## src/sv/mpbt_pkg.sv

```systemverilog
//------------------------------------------------------------------------------
// mpbt_pkg
// Shared widths, defaults and the command/status bundles that join the
// controller and the datapath of the min-priority buffer table.
//------------------------------------------------------------------------------
`default_nettype none

package mpbt_pkg;

	localparam int TABLE_DEPTH_DEF = 8;
	localparam int SEQ_W           = 30;
	localparam int OCC_W           = 4;
	localparam int IN_DATA_W       = 32;
	localparam int OUT_DATA_W      = 40;

	// Commands from the controller to the datapath.
	typedef struct packed {
		logic start;       // latch the accepted word, append if push and room
		logic scan;        // step the minimum search
		logic shift_init;  // aim the read pointer just above the minimum slot
		logic shift;       // step the move-down of the upper entries
		logic write_min;   // overwrite the minimum slot with the pushed value
		logic out_load;    // load the result register and retire the pop
	} cmd_t;

	// Status from the datapath to the controller.
	typedef struct packed {
		logic full;
		logic empty;
		logic mode_pop;
		logic scan_done;
		logic shift_done;
		logic out_free;
	} stat_t;

endpackage

`default_nettype wire

```

## src/sv/mpbt_ctrl.sv

```systemverilog
//------------------------------------------------------------------------------
// mpbt_ctrl
// Controller state machine: sequences accept, minimum search, move-down,
// overwrite and result load for one word at a time.
//------------------------------------------------------------------------------
`default_nettype none

module mpbt_ctrl (
	input  wire logic            clk,
	input  wire logic            arst_n,
	input  wire logic            in_valid,
	input  wire logic            in_pop,
	output logic                 in_ready,
	input  wire mpbt_pkg::stat_t stat,
	output mpbt_pkg::cmd_t       cmd
);
	import mpbt_pkg::*;

	localparam logic [2:0] S_IDLE  = 3'd0;
	localparam logic [2:0] S_SCAN  = 3'd1;
	localparam logic [2:0] S_PREP  = 3'd2;
	localparam logic [2:0] S_SHIFT = 3'd3;
	localparam logic [2:0] S_WRITE = 3'd4;
	localparam logic [2:0] S_OUT   = 3'd5;

	logic [2:0] state_q;
	logic [2:0] state_d;
	logic       accept;

	assign in_ready = (state_q == S_IDLE);
	assign accept   = in_valid && in_ready;

	always_comb begin
		state_d = state_q;
		cmd     = '0;
		case (state_q)
			S_IDLE: begin
				if (accept) begin
					cmd.start = 1'b1;
					if (in_pop) begin
						state_d = stat.empty ? S_OUT : S_SCAN;
					end else if (stat.full) begin
						state_d = S_SCAN;
					end
				end
			end
			S_SCAN: begin
				cmd.scan = 1'b1;
				if (stat.scan_done) begin
					state_d = stat.mode_pop ? S_PREP : S_WRITE;
				end
			end
			S_PREP: begin
				cmd.shift_init = 1'b1;
				state_d        = S_SHIFT;
			end
			S_SHIFT: begin
				cmd.shift = 1'b1;
				if (stat.shift_done) begin
					state_d = S_OUT;
				end
			end
			S_WRITE: begin
				cmd.write_min = 1'b1;
				state_d       = S_IDLE;
			end
			S_OUT: begin
				if (stat.out_free) begin
					cmd.out_load = 1'b1;
					state_d      = S_IDLE;
				end
			end
			default: begin
				state_d = S_IDLE;
			end
		endcase
	end

	always_ff @(posedge clk or negedge arst_n) begin
		if (!arst_n) begin
			state_q <= S_IDLE;
		end else begin
			state_q <= state_d;
		end
	end

endmodule

`default_nettype wire

```

## src/sv/mpbt_dp.sv

```systemverilog
//------------------------------------------------------------------------------
// mpbt_dp
// Datapath: entry memory, fill count, search and move-down pointers, running
// minimum and the result register.
//------------------------------------------------------------------------------
`default_nettype none

module mpbt_dp #(
	parameter int TABLE_DEPTH = mpbt_pkg::TABLE_DEPTH_DEF
) (
	input  wire logic                          clk,
	input  wire logic                          arst_n,
	input  wire mpbt_pkg::cmd_t                cmd,
	output mpbt_pkg::stat_t                    stat,
	input  wire logic                          in_mode,
	input  wire logic [mpbt_pkg::SEQ_W-1:0]    in_seq_value,
	output logic                               out_valid,
	input  wire logic                          out_ready,
	output logic                               out_found,
	output logic [mpbt_pkg::SEQ_W-1:0]         out_popped_value,
	output logic [mpbt_pkg::OCC_W-1:0]         out_occupancy
);
	import mpbt_pkg::*;

	localparam int AW = $clog2(TABLE_DEPTH);
	localparam int CW = $clog2(TABLE_DEPTH + 1);

	logic [SEQ_W-1:0] mem [TABLE_DEPTH];

	logic [CW-1:0]    fill_q;
	logic [CW-1:0]    ptr_q;
	logic             mode_q;
	logic [SEQ_W-1:0] value_q;
	logic             rv_q;
	logic [AW-1:0]    ri_q;
	logic [SEQ_W-1:0] rd_data_q;
	logic [SEQ_W-1:0] best_val_q;
	logic [AW-1:0]    best_idx_q;
	logic             out_valid_q;
	logic             found_q;
	logic [SEQ_W-1:0] popped_q;
	logic [OCC_W-1:0] occ_q;

	logic             full;
	logic             rd_en;
	logic             wr_en;
	logic [AW-1:0]    wr_addr;
	logic [SEQ_W-1:0] wr_data;
	logic [CW-1:0]    fill_dec;

	assign full     = (fill_q == CW'(TABLE_DEPTH));
	assign fill_dec = fill_q - CW'(1);
	assign rd_en    = (cmd.scan || cmd.shift) && (ptr_q < fill_q);

	assign stat.full       = full;
	assign stat.empty      = (fill_q == '0);
	assign stat.mode_pop   = mode_q;
	assign stat.scan_done  = (ptr_q == fill_q) && !rv_q;
	assign stat.shift_done = (ptr_q >= fill_q) && !rv_q;
	assign stat.out_free   = !out_valid_q || out_ready;

	// One memory write a cycle: append, overwrite of the minimum, or move-down.
	always_comb begin
		wr_en   = 1'b0;
		wr_addr = best_idx_q;
		wr_data = value_q;
		if (cmd.start && !in_mode && !full) begin
			wr_en   = 1'b1;
			wr_addr = fill_q[AW-1:0];
			wr_data = in_seq_value;
		end else if (cmd.write_min) begin
			wr_en   = 1'b1;
		end else if (cmd.shift && rv_q) begin
			wr_en   = 1'b1;
			wr_addr = ri_q - AW'(1);
			wr_data = rd_data_q;
		end
	end

	always_ff @(posedge clk) begin
		if (wr_en) begin
			mem[wr_addr] <= wr_data;
		end
		if (rd_en) begin
			rd_data_q <= mem[ptr_q[AW-1:0]];
			ri_q      <= ptr_q[AW-1:0];
		end
		if (cmd.start) begin
			mode_q  <= in_mode;
			value_q <= in_seq_value;
		end
		// The lowest slot wins on equal values, so only a strictly smaller one replaces.
		if (cmd.scan && rv_q && ((ri_q == '0) || (rd_data_q < best_val_q))) begin
			best_val_q <= rd_data_q;
			best_idx_q <= ri_q;
		end
		if (cmd.out_load) begin
			found_q  <= !stat.empty;
			popped_q <= stat.empty ? '0 : best_val_q;
			occ_q    <= stat.empty ? '0 : OCC_W'(fill_dec);
		end
	end

	always_ff @(posedge clk or negedge arst_n) begin
		if (!arst_n) begin
			fill_q      <= '0;
			ptr_q       <= '0;
			rv_q        <= 1'b0;
			out_valid_q <= 1'b0;
		end else begin
			if (cmd.start) begin
				ptr_q <= '0;
				rv_q  <= 1'b0;
				if (!in_mode && !full) begin
					fill_q <= fill_q + CW'(1);
				end
			end else if (cmd.shift_init) begin
				ptr_q <= CW'(best_idx_q) + CW'(1);
				rv_q  <= 1'b0;
			end else if (cmd.scan || cmd.shift) begin
				rv_q <= rd_en;
				if (rd_en) begin
					ptr_q <= ptr_q + CW'(1);
				end
			end
			if (cmd.out_load) begin
				out_valid_q <= 1'b1;
				if (!stat.empty) begin
					fill_q <= fill_dec;
				end
			end else if (out_ready) begin
				out_valid_q <= 1'b0;
			end
		end
	end

	assign out_valid        = out_valid_q;
	assign out_found        = found_q;
	assign out_popped_value = popped_q;
	assign out_occupancy    = occ_q;

endmodule

`default_nettype wire

```

## src/sv/min_priority_buffer_table_core.sv

```systemverilog
//------------------------------------------------------------------------------
// min_priority_buffer_table_core
// Bounded table of buffer sequence numbers served smallest first; a push to a
// full table overwrites the smallest entry.
//
//   Channel  Dir  Fields (tdata, low bit up)
//   s_axis   in   mode[0], seq_value[30:1], zero[31]
//   m_axis   out  found[0], popped_value[30:1], occupancy[34:31], zero[39:35]
//
// A push with room is appended as it is accepted. A push to a full table
// runs a search that reads one entry a cycle from the single memory read
// port, then overwrites the minimum. A pop runs the search, the move-down of
// the upper entries through the same port, and the result load; a pop of an
// empty table goes straight to the result load. Reset empties the table at
// once. A result waiting on m_axis_tready holds the next pop at its result
// load; pushes continue meanwhile.
//------------------------------------------------------------------------------
`default_nettype none

module min_priority_buffer_table_core #(
	parameter int TABLE_DEPTH = mpbt_pkg::TABLE_DEPTH_DEF
) (
	input  wire logic                              clk,
	input  wire logic                              arst_n,
	input  wire logic                              s_axis_tvalid,
	output logic                                   s_axis_tready,
	input  wire logic [mpbt_pkg::IN_DATA_W-1:0]    s_axis_tdata,  // mode, seq_value
	output logic                                   m_axis_tvalid,
	input  wire logic                              m_axis_tready,
	output logic [mpbt_pkg::OUT_DATA_W-1:0]        m_axis_tdata   // found, popped_value, occupancy
);
	import mpbt_pkg::*;

	cmd_t             cmd;
	stat_t            stat;
	logic             found;
	logic [SEQ_W-1:0] popped_value;
	logic [OCC_W-1:0] occupancy;

	mpbt_ctrl u_ctrl (
		.clk      (clk),
		.arst_n   (arst_n),
		.in_valid (s_axis_tvalid),
		.in_pop   (s_axis_tdata[0]),
		.in_ready (s_axis_tready),
		.stat     (stat),
		.cmd      (cmd)
	);

	mpbt_dp #(
		.TABLE_DEPTH (TABLE_DEPTH)
	) u_dp (
		.clk              (clk),
		.arst_n           (arst_n),
		.cmd              (cmd),
		.stat             (stat),
		.in_mode          (s_axis_tdata[0]),
		.in_seq_value     (s_axis_tdata[SEQ_W:1]),
		.out_valid        (m_axis_tvalid),
		.out_ready        (m_axis_tready),
		.out_found        (found),
		.out_popped_value (popped_value),
		.out_occupancy    (occupancy)
	);

	assign m_axis_tdata = {
		{(OUT_DATA_W - 1 - SEQ_W - OCC_W){1'b0}}, occupancy, popped_value, found
	};

endmodule

`default_nettype wire
```

## config.mk

```make
export PLATFORM = sky130hd
export DESIGN_NAME = min_priority_buffer_table_core
export DESIGN_NICKNAME = d
export VERILOG_FILES = /design/src/sv/mpbt_pkg.sv /design/src/sv/mpbt_ctrl.sv /design/src/sv/mpbt_dp.sv /design/src/sv/min_priority_buffer_table_core.sv
export SDC_FILE = /design/constraint.sdc
export NUM_CORES = 1
export LEC_CHECK = 0
export BUFFER_PORTS_ARGS = -buffer_cell sky130_fd_sc_hd__buf_4
export CORE_ASPECT_RATIO = 1.25
export CORE_MARGIN = 1.5
export CORE_UTILIZATION = 55
export CTS_BUF_LIST = sky130_fd_sc_hd__clkbuf_16
export DETAILED_ROUTE_END_ITERATION = 12
export PLACE_DENSITY = 0.73
export SLEW_MARGIN = 20
export SYNTH_ARGS = -nofsm -noshare
export SYNTH_HDL_FRONTEND = slang
export SYNTH_SLANG_ARGS = --single-unit
```

## constraint.sdc

```tcl
create_clock -name clk -period 6.4 [get_ports clk]
set_input_delay 0.32 -clock clk [delete_from_list [all_inputs] [get_ports clk]]
set_output_delay 0.32 -clock clk [all_outputs]
set_load 0.05 [all_outputs]
```

==> After elaboration in Yosys (flattened, before gate mapping) <==
Memory sizes are Yosys's and may differ from the RTL's. A register that Yosys moved wholly into a read port is not among the register bits.
Index checks and enable logic that the tools add are counted.
{ "totals": {"regBits": 115, "memories": 1, "in_bits": 36, "mem_bits_rw": 240} }
{ "classes": {"n_lt_le_gt_ge": 3, "n_eq_ne": 12, "addsub": 5, "reduce_logical": 26, "muxes": 41} }
{ "mem_list": {"columns": ["name", "words", "word_bits", "rd", "rd_ports_with_merged_regs", "wr", "line_no", "source"], "rows": [
  ["u_dp.mem", 8, 30, 1, 1, 1, "mpbt_dp.sv:28", "logic [SEQ_W-1:0] mem [TABLE_DEPTH];"]
]} }
{ "op_table": {"columns": ["operator", "count"], "rows": [
  ["$mux 30", 3],
  ["$mux 3", 11],
  ["$mux 4", 8],
  ["$lt 30x30->1", 1],
  ["$mux 1", 18],
  ["$pmux 3 s5", 1],
  ["$logic_and 1x1->1", 10],
  ["$add 4x1->4 const B", 2],
  ["$ne 2x2->1 const B", 4],
  ["$eq 3x2->1 const B", 2],
  ["$eq 3x3->1 const B", 2],
  ["$logic_not 3->1", 2],
  ["$reduce_bool 3->1", 2],
  ["$logic_not 1->1", 5],
  ["$reduce_and 5->1", 1],
  ["$add 3x1->4 const B", 1],
  ["$eq 4x4->1", 1],
  ["$eq 4x4->1 const B", 1],
  ["$ge 4x4->1", 1],
  ["$logic_not 4->1", 1],
  ["$lt 4x4->1", 1],
  ["$sub 4x1->4 const B", 1],
  ["$eq 3x1->1 const B", 1],
  ["$logic_or 1x1->1", 3],
  ["other kinds (4)", 4]
]} }

==> Longest topological paths before layout <==
{ "logic_depth": {"ltp_word": 9, "depth_mapped": 10} }

==> Hierarchy <==
A second synthesis with hierarchy kept.
{ "unflattened": {"hier_cells": 885, "hier_area_um2": 15857.7} }
{ "by_module_without_submodules": {"columns": ["module", "area_each_um2", "n_inst", "cells_per_inst", "seq_area_each_um2"], "rows": [
  ["mpbt_dp", 15561.2, 1, 849, 11421.0],
  ["mpbt_ctrl", 247.7, 1, 29, 75.1],
  ["min_priority_buffer_table_core", 48.8, 1, 7, 0.0]
]} }

==> Worst setup path before layout <==
OpenSTA, ideal clock, no wires.
{ "synth_timing": {"path_type": "register -> register", "start": "reg u_ctrl.state_q[1]", "end": "mem u_dp.mem[4][0], enable pin", "setup_time_ns": 0.461, "arrival_time_ns": 4.124, "stages_incl_launch_ff": 7, "slack_ns": 1.815, "path_buffers": 2, "cell_sequence": "dfrtp_1 -> or4b_1 -> buf_2 -> a211oi_4 -> buf_6 -> mux2i_2 -> nor3b_1"} }
{ "synth_between": {"elab_chain_cells": 9, "elab_cells_between_ends": 19, "classes_between": "2 x eq/ne; 12 x mux; 5 x reduce/logical"} }
{ "synth_rtl": {"columns": ["item", "line_no", "source"], "rows": [
  ["start: declaration", "mpbt_ctrl.sv:26", "logic [2:0] state_q;"],
  ["start signal: assignment", "mpbt_ctrl.sv:83", "state_q <= state_d;"],
  ["$logic_not 3->1", "mpbt_ctrl.sv:30, mpbt_ctrl.sv:36", null],
  ["$logic_and 1x1->1", "mpbt_ctrl.sv:31", "assign accept = in_valid && in_ready;"],
  ["$mux 1", "mpbt_ctrl.sv:38", "if (accept) begin"],
  ["$mux 1", "mpbt_ctrl.sv:36", "case (state_q)"],
  ["$logic_and 1x1->1 (2 in series)", "mpbt_dp.sv:67", "if (cmd.start && !in_mode && !full) begin"],
  ["$mux 1", "mpbt_dp.sv:67", null],
  ["$mux 1", "mpbt_dp.sv:81", "if (wr_en) begin"],
  ["$mux 1 (implied by the code)", "mpbt_dp.sv:82", "mem[wr_addr] <= wr_data;"],
  ["end: declaration", "mpbt_dp.sv:28", null]
]} }
Parallel ways exist; a longest one is shown, timed or not.

==> Worst setup path in the final report <==
{ "layout_timing": {"start": "reg u_ctrl.state_q[1]", "end": "mem u_dp.mem[3][16], enable pin"} }
Same word-level chain as after synthesis.

==> results.ini <==
[sta]
worst_slew_margin_rel_pct = 32.4
tightestPinTransition_ns = 1.01
finalWorstSetupSlack_ns = 2.13
fin_crit_sh_pct = 66.7
setup_violations = 0
maxSlewViolCount = 0
clock_skew_ns = 0.00892
tns_ns = 0
rsz0062_at_grt = no
period_minus_slack_ns = 4.27
clock.fmax_ghz = 0.234
hold_viol = 0

[pwr]
p_leak_uw = 0.00649
power_density_mw_per_mm2 = 477
ir_drop_v = 0.000468
p_total_uw = 8630

[critical_path]
startpoint = u_ctrl.state_q[1]$_DFFE_PN0P_
startpoint_type = register
required_ns = 6.58
rrSetupSlack_ns = 2.13
critPathMaxStageDelay_ns = 0.77
critPathKind = register to register
worstPathArrival_ns = 4.44
endpoint_kind = register
cp_max_fo = 68
path_cells = or4b_1 > a211oi_4 > buf_4 > mux2_2 > nand2_1 > nor2_2 > buf_4
r2r_start = u_ctrl.state_q[1]$_DFFE_PN0P_
crit_top_cell = buf_4
cpMaxStageDelayCell = or4b_1

[synth]
synth_ff_type = edfxtp_1
ys_async_sr_fraction_pct = 3.38
syn_area_per_cell_um2 = 17.9
synth.area.top_cells = edfxtp_1 (71%), mux4_2 (8.6%), ha_1 (3.1%)
yosysTopAreaCell = edfxtp_1
ys_types = 54
synth_top_area_share_pct = 71.3
netlist_area_mm2 = 0.0157
synth.yosys.seq_area_share_pct = 73.4
synth_warnings = 0
ys_seq_elements = 385
synthCells = 873
synth_enable_flop_cells = 372

[cts]
htree_num_levels = 2
clk_pin_slew_ns = 0.06
clk_path_buf_depth = 3
numCtsBuffers = 37
clock_latency_ns = 0.51
cts.sinks = 385
cts_tree = done
postCtsSetupBuffers = 0
root_buffer = clkbuf_16

[route]
drtAntennaViolNets = 0
via_count = 8084
wl_per_cell_um = 22.6
drc_errors = 0
drtIter0Drc = 737
drtPass1Iterations = 5
drt_wl_total_mm = 30.9
viasPerCell = 5.92

[global_route]
grt_usage_pct = 21.5
grt_pass1_vias = 8185
grt_pass1_wl_mm = 47.2
overflow = 0
grt_max_degree = 69
antenna_found_initial = 0

[floorplan]
core.rowCount = 68
die_w_um = 154
core_mm2 = 0.0278
fp.dieH_um = 192
io_pins = 78
dieArea_mm2 = 0.0295
initial_utilization_pct = 56.3

[placed_design]
hpwl_mm = 17.2
pre_cts_ws_ns = 2.11
routabilityCongestion = 0.773
dpl_cell_area_mm2 = 0.0166
portBuffers = 71

[final_layout]
diodes = 0
postLayoutCellArea_mm2 = 0.0181
layout_commonest_cell = edfxtp_1
drive_above_1_share_pct = 23.8
final_util_pct = 65.0
syn_to_final_growth_pct = 15.4
nets = 1064
nFillCells = 1880
final_cell_mix = edfxtp_1 (372), buf_4 (88), mux4_2 (60)

[run_status]
outcome = finished, final reports clean

[min_path]
hold_path_class = input pin to register
min_from = s_axis_tdata[29]

[flow_run]
drv_cap = 0

-- synth_stat cells, types with 2 or more instances --
cell / n
buf_2: 11
nand2b_1: 6
ha_1: 39
a21oi_1: 19
inv_1: 41
a211o_1: 4
dfrtp_1: 13
xor2_1: 3
nor3_1: 4
nor2b_1: 4
mux2_2: 32
nor2_1: 44
mux4_2: 60
a21o_1: 2
buf_1: 5
o21ai_0: 40
o21a_1: 2
nand3b_1: 2
edfxtp_1: 372
nand2_1: 51
nand4_1: 11
nor3b_1: 7
mux2i_1: 34
clkbuf_1: 22
and3_1: 2
buf_4: 6
nand3_1: 6
xnor2_1: 5
-- power breakdown --
group	internal, uW	leakage (uW)	total [uW]	switching (uW)
Clock	1180	0.000602	2050	873
Combinational	1050	0.00233	2680	1630
Sequential	3560	0.00355	3900	338
-- state kept, by name, indices dropped and copies added, names as in the netlist --
signal,flops
u_ctrl.state_q,3
u_dp.best_idx_q,3
u_dp.best_val_q,30
u_dp.fill_q,4
u_dp.mem,240
u_dp.mode_q,1
u_dp.out_found,1
u_dp.out_occupancy,4
u_dp.out_popped_value,30
u_dp.out_valid,1
u_dp.ptr_q,4
u_dp.rd_data_q,30
u_dp.ri_q,3
u_dp.rv_q,1
u_dp.value_q,30
-- path summary, 6_finish.rpt --
check,cells after the start,end
worst max-delay path,7,u_dp.mem[3][16]$_DFFE_PP_
worst min-delay path,1,u_dp.value_q[28]$_DFFE_PN_
worst max register to register,7,u_dp.mem[3][16]$_DFFE_PP_
worst min register to register,0,u_dp.best_idx_q[1]$_DFFE_PP_
max in group asynchronous,2,u_dp.ptr_q[0]$_DFFE_PN0P_
min in group asynchronous,2,u_ctrl.state_q[1]$_DFFE_PN0P_
-- critical path: cells and delay by family, from the launching register on --
family | cells | cell delay, ns
buf+inv | 2 | 1.10
mux | 1 | 0.40
simple gates | 3 | 1.63
compound gates | 1 | 0.26
flops | 1 | 0.50
-- per-stage QoR --
step           instances  hold WS (ns)
6_report            1366        0.0216
3_3_place_gp        1271         0.180
4_1_cts             1363      0.000656
2_1_floorplan        877        0.0244
5_1_grt             1366       0.00117
3_5_place_dp        1271         0.183
-- routing by layer --
metal  part of all wire, %  wire length, um  vias to the layer above  global-route usage (%)
li1                      -                -                     3627                       -
met1                    41            12700                     4118                    29.1
met2                    51            15900                      286                    37.1
met3                   5.6             1720                       53                    2.89
met4                   1.9              602                        0                    6.24
met5                     0                0                        -                       0
-- what timing repair did --
| action | 4_1_cts | 5_1_grt |
|---|---|---|
| hold buffers | 26 | 3 |
| endpoints found under the hold margin | 38 | 3 |
| gates resized for setup | 0 | 0 |
-- cell type report --
class	count	area, um2	share of cell area (%)
multi-input cells	406	3880	21.5
inverters	41	154	0.851
clock inverters	27	168	0.927
well taps	350	438	2.42
flip-flops and latches	385	11500	63.6
repair buffers	118	962	5.32
clock buffers	39	976	5.40
-- kinds of logic (layout without fill, tap and decap cells) --
family	after synthesis	count (layout)	share of synthesized area, %
mux	127	127	13.2
simple gates	145	145	4.36
other cells	1	5	0.0239
compound gates	82	82	3.17
buf+inv	86	225	2.34
flops	385	385	73.4
xor+xnor	8	8	0.447
fa+ha+maj	39	39	3.11
(Power assumes the default switching activity.)
